==> src/rtl/core/kll_pkg.sv <==
// types, keyword table and sizes shared by the keyword and literal lexer
`timescale 1ns / 1ps

package kll_pkg;

    localparam int MAX_WORD_LEN = 8;
    localparam int NUM_KEYWORDS = 5;
    localparam int KW_TABLE     = 5;
    localparam int KW_MAX_LEN   = 6;
    localparam int KW_USED      = (NUM_KEYWORDS < KW_TABLE) ? NUM_KEYWORDS : KW_TABLE;
    // word length saturates one above the stored maximum
    localparam int LEN_W        = $clog2(MAX_WORD_LEN + 2);
    localparam int KW_IDX_W     = 3;
    localparam int VALUE_W      = 32;

    localparam logic [7:0] KW_TEXT [KW_TABLE][KW_MAX_LEN] = '{
        '{"s", "a", "y", "s", 8'h00, 8'h00},
        '{"n", "u", "m", 8'h00, 8'h00, 8'h00},
        '{"d", "e", "c", 8'h00, 8'h00, 8'h00},
        '{"l", "e", "t", "t", "e", "r"},
        '{"b", "y", "e", 8'h00, 8'h00, 8'h00}
    };
    localparam int KW_LEN [KW_TABLE] = '{4, 3, 3, 6, 3};

    typedef enum logic [1:0] {
        TOK_KEYWORD   = 2'd0,
        TOK_LITERAL   = 2'd1,
        TOK_SEMICOLON = 2'd2,
        TOK_ERROR     = 2'd3
    } tok_kind_t;

    typedef struct packed {
        logic [7:0] char_byte;
        logic       end_of_text;
    } lex_in_t;

    typedef struct packed {
        tok_kind_t             token_kind;
        logic [KW_IDX_W-1:0]   keyword_index;
        logic [VALUE_W-1:0]    literal_value;
        logic                  literal_saturated;
        logic                  last_of_run;
    } lex_out_t;

endpackage

==> src/rtl/core/keyword_literal_lexer.sv <==
// keyword and integer literal lexer: byte in, tokens out through a small queue
//
//   channel  | valid        | stall        | payload
//   ---------+--------------+--------------+----------------------------------
//   char     | char_valid   | char_stall   | char_data  (byte, end of text)
//   token    | token_valid  | token_stall  | token_data (kind, index, value)
//
// one byte is taken per cycle; its tokens (zero to two) land in a four-entry
// queue in the same cycle and leave one per cycle, so throughput is one byte
// per cycle while each byte makes at most one token, and the token port sets
// the pace otherwise. char_stall rises while fewer than two queue slots are
// free. the per-byte path is one keyword compare and one multiply-add by ten.
// rst_n clears the lexer state and empties the queue at once.
`timescale 1ns / 1ps

module keyword_literal_lexer (
    input  logic              clk,
    input  logic              rst_n,
    input  logic              char_valid,
    output logic              char_stall,
    input  kll_pkg::lex_in_t  char_data,
    output logic              token_valid,
    input  logic              token_stall,
    output kll_pkg::lex_out_t token_data
);
    import kll_pkg::*;

    localparam int FIFO_DEPTH = 4;
    localparam int PTR_W      = $clog2(FIFO_DEPTH);
    localparam int CNT_W      = $clog2(FIFO_DEPTH + 1);

    typedef enum logic [1:0] {
        MODE_IDLE   = 2'd0,
        MODE_WORD   = 2'd1,
        MODE_NUM    = 2'd2,
        MODE_SILENT = 2'd3
    } mode_t;

    mode_t              mode_reg, mode_next;
    logic [7:0]         chars_reg [MAX_WORD_LEN];
    logic [7:0]         chars_next [MAX_WORD_LEN];
    logic [LEN_W-1:0]   len_reg, len_next;
    logic [VALUE_W-1:0] accum_reg, accum_next;
    logic               ovf_reg, ovf_next;

    lex_out_t           fifo_reg [FIFO_DEPTH];
    logic [PTR_W-1:0]   wr_ptr_reg, rd_ptr_reg;
    logic [CNT_W-1:0]   count_reg;

    logic               char_accept, token_accept;
    logic [7:0]         c;
    logic               eot;
    logic               is_let, is_dig, is_alnum, is_sp, is_semi;
    logic               word_end, num_end, start_word, append, start_num, add_num;
    logic               idle_path;

    logic [7:0]         mchars [MAX_WORD_LEN];
    logic [LEN_W-1:0]   mlen;
    logic               kw_hit, kw_eq;
    logic [KW_IDX_W-1:0] kw_idx;

    logic [VALUE_W-1:0] base;
    logic [VALUE_W+3:0] sum10;
    logic               mul_ovf;

    lex_out_t           tok_a, tok_b, tok_c, res0, res1;
    logic               a_v, b_v, c_v;
    logic [1:0]         push_cnt;

    assign char_accept  = char_valid && !char_stall;
    assign token_valid  = (count_reg != '0);
    assign token_accept = token_valid && !token_stall;
    assign token_data   = fifo_reg[rd_ptr_reg];
    assign char_stall   = (count_reg > CNT_W'(FIFO_DEPTH - 2));

    assign c        = char_data.char_byte;
    assign eot      = char_data.end_of_text;
    assign is_let   = (c >= "a" && c <= "z") || (c >= "A" && c <= "Z");
    assign is_dig   = (c >= "0" && c <= "9");
    assign is_alnum = is_let || is_dig;
    assign is_sp    = (c == " ") || (c >= 8'd9 && c <= 8'd13);
    assign is_semi  = (c == ";");

    assign word_end   = (mode_reg == MODE_WORD) && !is_alnum;
    assign num_end    = (mode_reg == MODE_NUM) && !is_dig;
    assign append     = (mode_reg == MODE_WORD) && is_alnum;
    assign start_word = is_let && (mode_reg == MODE_IDLE || mode_reg == MODE_NUM);
    assign start_num  = is_dig && (mode_reg == MODE_IDLE);
    assign add_num    = is_dig && (mode_reg == MODE_NUM);
    assign idle_path  = (mode_reg == MODE_IDLE) || num_end || (word_end && kw_hit);

    // word buffer after this byte
    always_comb
    begin
        for (int i = 0; i < MAX_WORD_LEN; i++)
        begin
            chars_next[i] = chars_reg[i];
        end
        len_next = len_reg;
        if (start_word)
        begin
            chars_next[0] = c;
            len_next      = LEN_W'(1);
        end
        else if (append)
        begin
            if (len_reg < LEN_W'(MAX_WORD_LEN))
            begin
                chars_next[len_reg[$clog2(MAX_WORD_LEN)-1:0]] = c;
            end
            if (len_reg <= LEN_W'(MAX_WORD_LEN))
            begin
                len_next = len_reg + LEN_W'(1);
            end
        end
        else if (word_end)
        begin
            len_next = '0;
        end
    end

    // a word ending here is the stored one, a word flushed at end of text
    // already holds this byte
    always_comb
    begin
        for (int i = 0; i < MAX_WORD_LEN; i++)
        begin
            mchars[i] = word_end ? chars_reg[i] : chars_next[i];
        end
        mlen   = word_end ? len_reg : len_next;
        kw_hit = 1'b0;
        kw_idx = '0;
        kw_eq  = 1'b0;
        for (int k = 0; k < KW_USED; k++)
        begin
            kw_eq = (mlen == LEN_W'(KW_LEN[k]));
            for (int i = 0; i < KW_MAX_LEN; i++)
            begin
                if (i < KW_LEN[k] && mchars[i] != KW_TEXT[k][i])
                begin
                    kw_eq = 1'b0;
                end
            end
            if (kw_eq && !kw_hit)
            begin
                kw_hit = 1'b1;
                kw_idx = KW_IDX_W'(k);
            end
        end
    end

    // value * 10 + digit, saturating
    assign base    = start_num ? '0 : accum_reg;
    assign sum10   = ({4'b0, base} << 3) + ({4'b0, base} << 1) + (VALUE_W + 4)'(c[3:0]);
    assign mul_ovf = |sum10[VALUE_W+3:VALUE_W];

    always_comb
    begin
        mode_next  = mode_reg;
        accum_next = accum_reg;
        ovf_next   = ovf_reg;
        tok_a      = '0;
        tok_b      = '0;
        tok_c      = '0;
        a_v        = 1'b0;
        b_v        = 1'b0;
        c_v        = 1'b0;

        if (start_num || add_num)
        begin
            accum_next = mul_ovf ? '1 : sum10[VALUE_W-1:0];
            ovf_next   = (start_num ? 1'b0 : ovf_reg) | mul_ovf;
        end

        if (word_end)
        begin
            a_v = 1'b1;
            if (kw_hit)
            begin
                tok_a.token_kind    = TOK_KEYWORD;
                tok_a.keyword_index = kw_idx;
                mode_next           = MODE_IDLE;
            end
            else
            begin
                tok_a.token_kind = TOK_ERROR;
                mode_next        = MODE_SILENT;
            end
        end
        else if (num_end)
        begin
            a_v                     = 1'b1;
            tok_a.token_kind        = TOK_LITERAL;
            tok_a.literal_value     = accum_reg;
            tok_a.literal_saturated = ovf_reg;
            accum_next              = '0;
            ovf_next                = 1'b0;
            mode_next               = MODE_IDLE;
        end

        if (idle_path)
        begin
            if (is_let)
            begin
                mode_next = MODE_WORD;
            end
            else if (is_dig)
            begin
                mode_next = MODE_NUM;
            end
            else if (is_semi)
            begin
                b_v              = 1'b1;
                tok_b.token_kind = TOK_SEMICOLON;
            end
            else if (!is_sp)
            begin
                b_v              = 1'b1;
                tok_b.token_kind = TOK_ERROR;
                mode_next        = MODE_SILENT;
            end
        end

        // end of text flushes a pending token and clears the mode, value and overflow flag
        if (eot)
        begin
            if (mode_next == MODE_WORD)
            begin
                c_v = 1'b1;
                if (kw_hit)
                begin
                    tok_c.token_kind    = TOK_KEYWORD;
                    tok_c.keyword_index = kw_idx;
                end
                else
                begin
                    tok_c.token_kind = TOK_ERROR;
                end
            end
            else if (mode_next == MODE_NUM)
            begin
                c_v                     = 1'b1;
                tok_c.token_kind        = TOK_LITERAL;
                tok_c.literal_value     = accum_next;
                tok_c.literal_saturated = ovf_next;
            end
            mode_next  = MODE_IDLE;
            accum_next = '0;
            ovf_next   = 1'b0;
        end
    end

    // pack up to two tokens in order
    always_comb
    begin
        res0     = a_v ? tok_a : (b_v ? tok_b : tok_c);
        res1     = (a_v && b_v) ? tok_b : tok_c;
        push_cnt = 2'(a_v) + 2'(b_v) + 2'(c_v);
        if (push_cnt == 2'd1)
        begin
            res0.last_of_run = 1'b1;
        end
        if (push_cnt == 2'd2)
        begin
            res1.last_of_run = 1'b1;
        end
    end

    always_ff @(posedge clk or negedge rst_n)
    begin
        if (!rst_n)
        begin
            mode_reg   <= MODE_IDLE;
            len_reg    <= '0;
            accum_reg  <= '0;
            ovf_reg    <= 1'b0;
            wr_ptr_reg <= '0;
            rd_ptr_reg <= '0;
            count_reg  <= '0;
        end
        else
        begin
            if (char_accept)
            begin
                mode_reg  <= mode_next;
                len_reg   <= eot ? '0 : len_next;
                accum_reg <= accum_next;
                ovf_reg   <= ovf_next;
                wr_ptr_reg <= wr_ptr_reg + PTR_W'(push_cnt);
            end
            if (token_accept)
            begin
                rd_ptr_reg <= rd_ptr_reg + PTR_W'(1);
            end
            count_reg <= count_reg + CNT_W'(char_accept ? push_cnt : 2'd0)
                         - CNT_W'(token_accept);
        end
    end

    // word buffer and queue storage carry no reset
    always_ff @(posedge clk)
    begin
        if (char_accept)
        begin
            for (int i = 0; i < MAX_WORD_LEN; i++)
            begin
                chars_reg[i] <= chars_next[i];
            end
            if (push_cnt != 2'd0)
            begin
                fifo_reg[wr_ptr_reg] <= res0;
            end
            if (push_cnt == 2'd2)
            begin
                fifo_reg[wr_ptr_reg + PTR_W'(1)] <= res1;
            end
        end
    end

    a_count_bound: assert property (@(posedge clk) disable iff (!rst_n)
        count_reg <= CNT_W'(FIFO_DEPTH))
        else $error("token queue overfilled");

    a_eot_idle: assert property (@(posedge clk) disable iff (!rst_n)
        (char_accept && eot) |=> (mode_reg == MODE_IDLE && len_reg == '0))
        else $error("end of text did not return lexer to idle");

    a_silent_quiet: assert property (@(posedge clk) disable iff (!rst_n)
        (char_accept && mode_reg == MODE_SILENT) |-> (push_cnt == 2'd0))
        else $error("token produced while silent after error");

    a_room: assert property (@(posedge clk) disable iff (!rst_n)
        char_accept |-> (count_reg <= CNT_W'(FIFO_DEPTH - 2)))
        else $error("byte taken without room for two tokens");

endmodule
==> config.mk <==
export PLATFORM = sky130hd
export DESIGN_NAME = keyword_literal_lexer
export DESIGN_NICKNAME = d
export VERILOG_FILES = /design/src/rtl/core/kll_pkg.sv /design/src/rtl/core/keyword_literal_lexer.sv
export SDC_FILE = /design/constraint.sdc
export NUM_CORES = 1
export LEC_CHECK = 0
export BUFFER_PORTS_ARGS = -buffer_cell sky130_fd_sc_hd__buf_2
export CAP_MARGIN = 20
export CORE_ASPECT_RATIO = 1.1
export CORE_MARGIN = 1
export CORE_UTILIZATION = 50
export DETAILED_ROUTE_END_ITERATION = 12
export GPL_TIMING_DRIVEN = 1
export PLACE_DENSITY_LB_ADDON = 0.1
export SYNTH_ARGS = -nofsm -noshare
export SYNTH_HDL_FRONTEND = slang
export SYNTH_SLANG_ARGS = --single-unit
==> constraint.sdc <==
create_clock -name clk -period 8.5 [get_ports clk]
set_clock_uncertainty 0.1 [all_clocks]
set_input_delay 0 -clock clk [delete_from_list [all_inputs] [get_ports clk]]
set_output_delay 0 -clock clk [all_outputs]
set_load 0.01 [all_outputs]
==> results of run 1 <==
-- worst paths after layout --
path,start,endpoint,slack (ps),cells past startpoint
min,char_valid,accum_reg[20],60,5
max in group asynchronous,rst_n,rd_ptr_reg[1],7680,3
max,mode_reg[0],fifo_reg[3][22],1320,22
max reg2reg,mode_reg[0],fifo_reg[3][22],1320,22
min reg2reg,count_reg[2],count_reg[2],410,1
min in group asynchronous,rst_n,count_reg[0],70,3
-- cells in the final DEF, fill, tap and decap left out, types with 30 or more instances in the layout --
cell	Yosys	routed
inv_1	31	30
o22ai_1	84	84
ha_1	71	71
dfrtp_1	46	44
buf_2	10	53
a21o_1	32	32
nand2_1	215	214
nand3_1	38	38
mux4_2	39	39
edfxtp_1	204	204
nor2_1	85	75
a21oi_1	73	72
nor2b_1	44	44
o21ai_0	146	146
-- stage by stage --
| stage | cells | total power (W) | setup WS, ps |
|---|---|---|---|
| floorplan | 1553 | 0.00272 | 1990 |
| global placement | 1961 | 0.00321 | 1700 |
| detailed placement | 1961 | 0.00323 | 1490 |
| CTS | 2021 | 0.00448 | 1460 |
| global route | 2023 | 0.00469 | 825 |
| finish | 2023 | 0.00448 | 1320 |
-- layout make-up --
type | instances | area, sq um | share of cell area, %
tap | 420 | 526 | 2.99
clock buffer | 39 | 741 | 4.21
sequential | 250 | 7280 | 41.4
clock inverter | 10 | 181 | 1.03
multi-input combinational | 1177 | 8140 | 46.3
inverter | 32 | 120 | 0.683
timing repair buffer | 95 | 609 | 3.46
-- power breakdown --
part / switching [W] / total, W / internal (W)
Combinational: 0.000959 / 0.00152 / 0.000560
Sequential: 0.000125 / 0.00170 / 0.00158
Clock: 0.000499 / 0.00125 / 0.000754
Total: 0.00158 / 0.00448 / 0.00289
-- per-layer routing --
metal / vias to the layer above / track usage [%] / share of wire (%)
li1: 5981 / - / -
met4: 0 / 10.4 / 3.6
met2: 551 / 49.3 / 48
met5: - / 0 / 0
met3: 120 / 4.37 / 7.0
met1: 6364 / 39.2 / 41
-- what timing repair did --
item                                   in CTS  in global routing
hold buffers                               11                  0
endpoints found under the hold margin      70                  0
gates resized for setup                     0                  0
-- critical path: stages (launching register included) --
cell and delay, ps:
dfrtp_1 690, nand2b_1 310, nor3_1 330, a21o_1 340
nand4_1 570, mux2i_1 280, nor4b_2 510, a32oi_1 200
o211ai_1 280, nand2_1 90, nand2_1 110, and2_1 140
ha_1 220, nand2b_1 160, fa_1 530, nor2_1 300
nand2_1 130, nor3_1 600, o22ai_1 210, a21oi_2 160
buf_4 400, a211oi_1 100, a21o_1 160
-- synthesized netlist by cell type, types with 11 or more instances --
library cell / number / area share (%)
nand2b_1: 12 / 0.47
ha_1: 71 / 5.6
and3_1: 11 / 0.43
nand2_1: 215 / 5.1
nand3_1: 38 / 1.2
dfrtp_1: 46 / 7.3
a31oi_1: 16 / 0.63
xor2_1: 16 / 0.88
xnor2_1: 17 / 0.94
o21ai_0: 146 / 4.6
o31ai_1: 13 / 0.62
and2_1: 18 / 0.71
or3_1: 12 / 0.47
o221ai_1: 11 / 0.61
inv_1: 31 / 0.73
mux2_2: 26 / 1.8
nor3_1: 20 / 0.63
edfxtp_1: 204 / 39
a22oi_1: 24 / 1.1
nor2_1: 85 / 2.0
a21oi_1: 73 / 2.3
clkbuf_1: 75 / 1.8
mux2i_1: 16 / 1.0
a21o_1: 32 / 1.5
nor2b_1: 44 / 1.7
o22ai_1: 84 / 3.3
mux4_2: 39 / 5.5
-- logic make-up (layout without fill, tap and decap cells) --
kind of cell,Yosys count,in the layout,share of synthesized area [%]
multiplexers,82,82,8.49
adder cells (fa/ha/maj),75,75,6.11
AND/OR/NAND/NOR,512,512,15.6
buffers and inverters,126,176,3.16
XOR/XNOR,33,33,1.82
AO/OA/AOI/OAI,475,475,18.9
flip-flops,250,250,45.9
==> summary.md, run 1 <==
| Metric | Value |
|---|---|
| Global-route wire length before repair | approximately 74 mm |
| Area delta synth->final | 10.9% |
| Sequential cell area fraction in the yosys report | ~46% |
| Remaining DRCs | 0 |
| Gr usage total | 29.6% |
| Syn_area_per_cell | a little over 10 sq um |
| Routability cong. | approximately 0.95 |
| Tmin final | 7180 ps |
| Die height | 189 um |
| #FFs+latches synth | 250 |
| Vias in the first global route | between 10000 and 15000 |
| Post-route cell area | approximately 18000 sq um |
| WL/cell | 23.5 um |
| Dominant synthesized flop cell | edfxtp_1 |
| Largest register FFs | roughly 160 |
| Total global routing overflow | 0 |
| Port-buffer cells | 53 |
| RSZ-0062 raised after global routing | false |
| Initial Util | approximately half |
| Maxcap violations | 0 |
| CP required | a little under 9000 ps |
| Mapped Area | 15900 sq um |
| Clock Pin Slew Worst Setup and Hold Paths | 70 ps |
| Pin count of the biggest net entering global routing | just over 60 |
| CTS tree | built |
| Via count | 13000 |
| Detailed Place HPWL | 32.1 mm |
| PwrDens | 254 nW/um^2 |
| Max FO, Critical Path | 30 |
| Synth Warn # | 0 |
| Final Net Count | 1671 |
| DR vias/cell | between 6 and 7 |
| Detail Route Antenna Nets | 0 |
| Fmax | ~140 MHz |
| Share of post-route cells with drive strength above 1 | around 14% |
| ANT cells | 0 |
| Count of cell types in the netlist | 84 |
| TNS Setup | 0 ps |
| Die Footprint | around 32000 sq um |
| Critical Path Sink Type | flip-flop |
| Mapped Cells | ~1600 |
| Post-layout util | a little under three fifths |
| Final Hold Fails | 0 |
| Slew HR | 26.6% |
| Static Leak | between 6 and 7 nW |
| Cell Rows | 68 |
| Startpoint Class | flip-flop |
| CTS H-tree lvls | 1 |
| Net Count, Synth | around 1600 |
| Setup CP Type | flip-flop to flip-flop |
| Placed Area | around 17000 sq um |
| Clock sink total | 250 |
| Fin Hold WS | around 59 ps |
| Worst IR Drop VDD | around 0.24 mV |
| Fill count | between 2000 and 3000 |
| Post-CTS Setup Inserts | 0 |
| Final wirelength | around 47 mm |
| Initial antenna violation count | 0 |
| Max Transition Viols Final | 0 |
| WP data arrival | between 7000 and 8000 ps |
| Number of synthesized flops with an enable pin | 204 |
| Clock Tree Buf Depth | 3 |
| Worst-margin pin slew | around 1100 ps |
| Crit share post-route | between 80% and 90% |
| Post-synth ARST share | 18.4% |
| Total CTS buffers | 27 |
| Core area | approximately 31000 sq um |
| Clk root buf | clkbuf_16 |
| Drt first pass iters | 5 |
| Status | completed |
| Die W | around 170 um |
| Final setup fails | 0 |
| Skew-Pair Late Insertion Delay | approximately 550 ps |
| DR iter-0 viols | 1277 |
| Worst hold path class | primary input to flip-flop |
| I/O pins | 54 |
Power figures use the tool's default switching activity.
==> run 2: changes to the inputs <==
--- a/config.mk
+++ b/config.mk
@@ -5,6 +5,7 @@
 export SDC_FILE = /design/constraint.sdc
 export NUM_CORES = 1
 export LEC_CHECK = 0
+export ABC_AREA = 1
 export BUFFER_PORTS_ARGS = -buffer_cell sky130_fd_sc_hd__buf_2
 export CAP_MARGIN = 20
 export CORE_ASPECT_RATIO = 1.1
==> constraint.sdc (replaced) <==
create_clock -name clk -period 7.2 [get_ports clk]
set_clock_uncertainty 0.1 [all_clocks]
set_input_delay 0 -clock clk [delete_from_list [all_inputs] [get_ports clk]]
set_output_delay 0 -clock clk [all_outputs]
set_load 0.01 [all_outputs]
==> run 2 against run 1 <==
Against the previous run: wire length grew 17%; register-to-register slack hardly changed; die area rose by 14%; total power grew 59%; area after synthesis is 14% higher; global-route usage grew 0.41 points; core utilization decreased by 0.19 points; critical path type is now primary input to flip-flop; synthesized cell count up 65%; first-iteration DRC count rose by 15%; sequential power rose by 25%; critical endpoint is now fifo_reg[2][3]; count of clock-buffer cells in the layout fell by 5.
==> summary.md, run 2 <==
| Metric | Value |
|---|---|
| Worst r2r path cells | 26 (+18%) |
| Post-synthesis mux area share | 0.110% (-8.4 points) |
| Clock sink total | 250 (unchanged) |
| Startpoint Class | primary input |
| ANT cells | 0 (unchanged) |
| Final Net Count | 2650 (+59%) |
| Pin count of the biggest net entering global routing | 82 (+32%) |
| Synth area leaders | edfxtp_1, nand2_1, nand3_1 |
| Max FO, Critical Path | 33 (+10%) |
| Total global routing overflow | 0 (unchanged) |
| Die height | 202 um (+6.9%) |
| Vias in the first global route | 16400 (+29%) |
| Post-synth ARST share | 18.4% (unchanged) |
| Die Footprint | 37100 sq um (+14%) |
| Area delta synth->final | 9.49% |
| Number of synthesized flops with an enable pin | 204 (unchanged) |
| #FFs+latches synth | 250 (unchanged) |
| WL/cell | 18.2 um (-23%) |
| Fin cells | 3065 (+52%) |
| Worst IR Drop VDD | 0.247 mV (+4.1%) |
| Post-synth top cells | nand2_1, nand3_1, inv_1 |
| Global-route wire length before repair | 88.3 mm (+20%) |
| CTS tree | built |
| Most frequent cells in the layout | nand2_1, nand3_1, inv_1 |
| CP peak stage delay | 540 ps (-150 ps) |
| Via count | 17200 (+32%) |
| Port-buffer cells | 53 (unchanged) |
| Detail Route Antenna Nets | 0 (unchanged) |
| Syn_area_per_cell | 7.09 sq um (-31%) |
| Cell Rows | 72 (+5.9%) |
| Net Count, Synth | 2651 (+62%) |
| Cts repair resizes | 0 (unchanged) |
| Setup CP Type | primary input to flip-flop |
| Final setup fails | 0 (unchanged) |
| Crit share post-route | between 80% and 90% |
| Detailed Place HPWL | 37.9 mm (+18%) |
| Synth Area in XOR/XNOR | 1.50% (-0.33 points) |
| Static Leak | 9.61 nW (+45%) |
| Inst Count DP | 2999 (+53%) |
| Critical Path Sink Type | flip-flop |
| Top cell type by total area after synthesis | edfxtp_1 |
| Slew HR | 34.9% (+8.2 points) |
| Final wirelength | 55.7 mm (+17%) |
| Top cell type's share of synthesized area | 33.7% (-4.9 points) |
| PwrDens | 359 nW/um^2 (+41%) |
| Commonest non-fill, non-tap cell in the layout | nand2_1 |
| Post-synthesis compound-gate area fraction | 10.4% (-8.5 points) |
| Crit path max-delay family | simple AND/OR/NAND/NOR gates |
| Fmax | approximately 170 MHz |
| Initial Util | 51.2% (+0.50 points) |
| Worst hold path class | primary input to asynchronous set/reset pin |
| TNS Setup | 0 ps (unchanged) |
| Share of post-route cells with drive strength above 1 | 8.05% (-6.3 points) |
| DR vias/cell | 5.62 (-13%) |
| Die W | 184 um (+6.9%) |
| Most used cell, CP | nand2_1 |
| Synth Warn # | 0 (unchanged) |
| Sequential cell area fraction in the yosys report | 40.1% (-5.8 points) |
| I/O pins | 54 (unchanged) |
| WP data arrival | 6150 ps (-1230 ps) |
| Total CTS buffers | 29 (+7.4%) |
| Gr usage total | 30.0% (+0.41 points) |
| Core area | 35500 sq um (+13%) |
| Tmin final | 5930 ps |
| Total stage count of the critical path | 32 (+45%) |
| Critical Path Slowest Stage Cell | dlygate4sd3_1 |
| Initial antenna violation count | 0 (unchanged) |
| Worst-margin pin slew | 975 ps (-125 ps) |
| Buf/Inv on CP | 7 (+6) |
| RSZ-0062 raised after global routing | false |
| Routability cong. | 0.903 (-4.7%) |
| Most numerous cell in the Yosys netlist | nand2_1 |
| CTS H-tree lvls | 1 (unchanged) |
| Largest register FFs | 156 (unchanged) |
| Max Transition Viols Final | 0 (unchanged) |
| DR iter-0 viols | 1467 (+15%) |
| Mapped Area | 18200 sq um (+14%) |
| Skew-Pair Late Insertion Delay | 570 ps (+20 ps) |
| Status | completed |
| Count of cell types in the netlist | 51 (-39%) |
| Dominant synthesized flop cell | edfxtp_1 |
| Adder-cell area share of the yosys netlist | 5.33% (-0.77 points) |
| Clock Tree Buf Depth | 3 (unchanged) |
| Clk root buf | clkbuf_16 |
| Remaining DRCs | 0 (unchanged) |
| Maxcap violations | 0 (unchanged) |
| Clock Pin Slew Worst Setup and Hold Paths | 60 ps (about the same) |
| Mapped Cells | 2563 (+65%) |
| Final Hold Fails | 0 (unchanged) |
| Main combinational cell family by area after synthesis | simple AND/OR/NAND/NOR gates |
| R2r setup slk | 1330 ps (about the same) |
| Post-route cell area | 19900 sq um (+13%) |
| Synth Area in Simple Gates | 34.1% (+18 points) |
| Placed Area | 18800 sq um (+13%) |
| Drt first pass iters | 7 (+2) |
| CP required | 7420 ps (-1290 ps) |
run 2: changes by cell type in the layout (fill, tap and decap cells not counted), moves of 21 or more:
cell / before / now
nand2_1: 214 / 929
nor2b_1: 44 / 0
mux4_2: 39 / 0
o22ai_1: 84 / 58
nor2_1: 75 / 202
a21o_1: 32 / 11
inv_1: 30 / 226
mux2_2: 26 / 0
o21ai_0: 146 / 180
a21oi_1: 72 / 46
nand3_1: 38 / 260
a22oi_1: 24 / 0
run 2: worst paths after layout:
check                              start               to
max                         char_data[8]   fifo_reg[2][3]
min                                rst_n    accum_reg[20]
max reg2reg                   len_reg[1]  fifo_reg[1][13]
min reg2reg                wr_ptr_reg[1]    wr_ptr_reg[1]
max in group asynchronous          rst_n    rd_ptr_reg[0]
min in group clk            char_data[1]  chars_reg[0][8]
run 2: stage by stage:
step                      utilization, %  total power, W  hold WS [ps]  setup WS, ps
after floorplan                        -         0.00453          -396           203
after global placement              52.9         0.00551          45.6          1310
after detailed placement            52.9         0.00558          51.4          1290
after CTS                           56.0         0.00714          6.33          1310
after global routing                56.0         0.00763          62.4           832
final                               56.0         0.00714          23.7          1270
run 2: report_power, final:
group / leakage, nW / total, W / switching, W / internal, W
registers: 2.50 / 0.00213 / 0.000163 / 0.00197
logic: 6.63 / 0.00346 / 0.00243 / 0.00103
clock network: 0.476 / 0.00154 / 0.000626 / 0.000918
total: 9.61 / 0.00714 / 0.00322 / 0.00392
run 2: cells by family (layout without fill, tap and decap cells):
| logic type | count (synthesis) | after routing |
|---|---|---|
| compound gates | 343 | 343 |
| xor+xnor | 31 | 31 |
| fa+ha+maj | 75 | 75 |
| buf+inv | 379 | 400 |
| flops | 250 | 250 |
| mux | 2 | 2 |
| simple gates | 1483 | 1483 |
run 2: repair_timing:
action                                 4_1_cts  5_1_grt
endpoints found under the hold margin       79        0
hold buffers                                12        0
buffers inserted                             0        0
run 2: per-layer routing:
metal	vias up	global-route usage (%)	part of all wire (%)
met1	8032	40.7	44
met4	0	9.26	2.3
met2	667	50.0	47
li1	8430	-	-
met5	-	0	0
met3	93	3.44	7.0
run 2: worst min-delay path: stages:
cell           delay (ps)
dlygate4sd3_1         530
buf_2                 110
buf_4                 510
run 2: layout make-up:
type	count	area, sq um
Tap cell	481	602
Inverter	243	912
Clock inverter	19	231
Multi-Input combinational cell	1934	9390
Clock buffer	34	744
Fill cell	3459	15600
Timing Repair Buffer	104	728
Sequential cell	250	7280
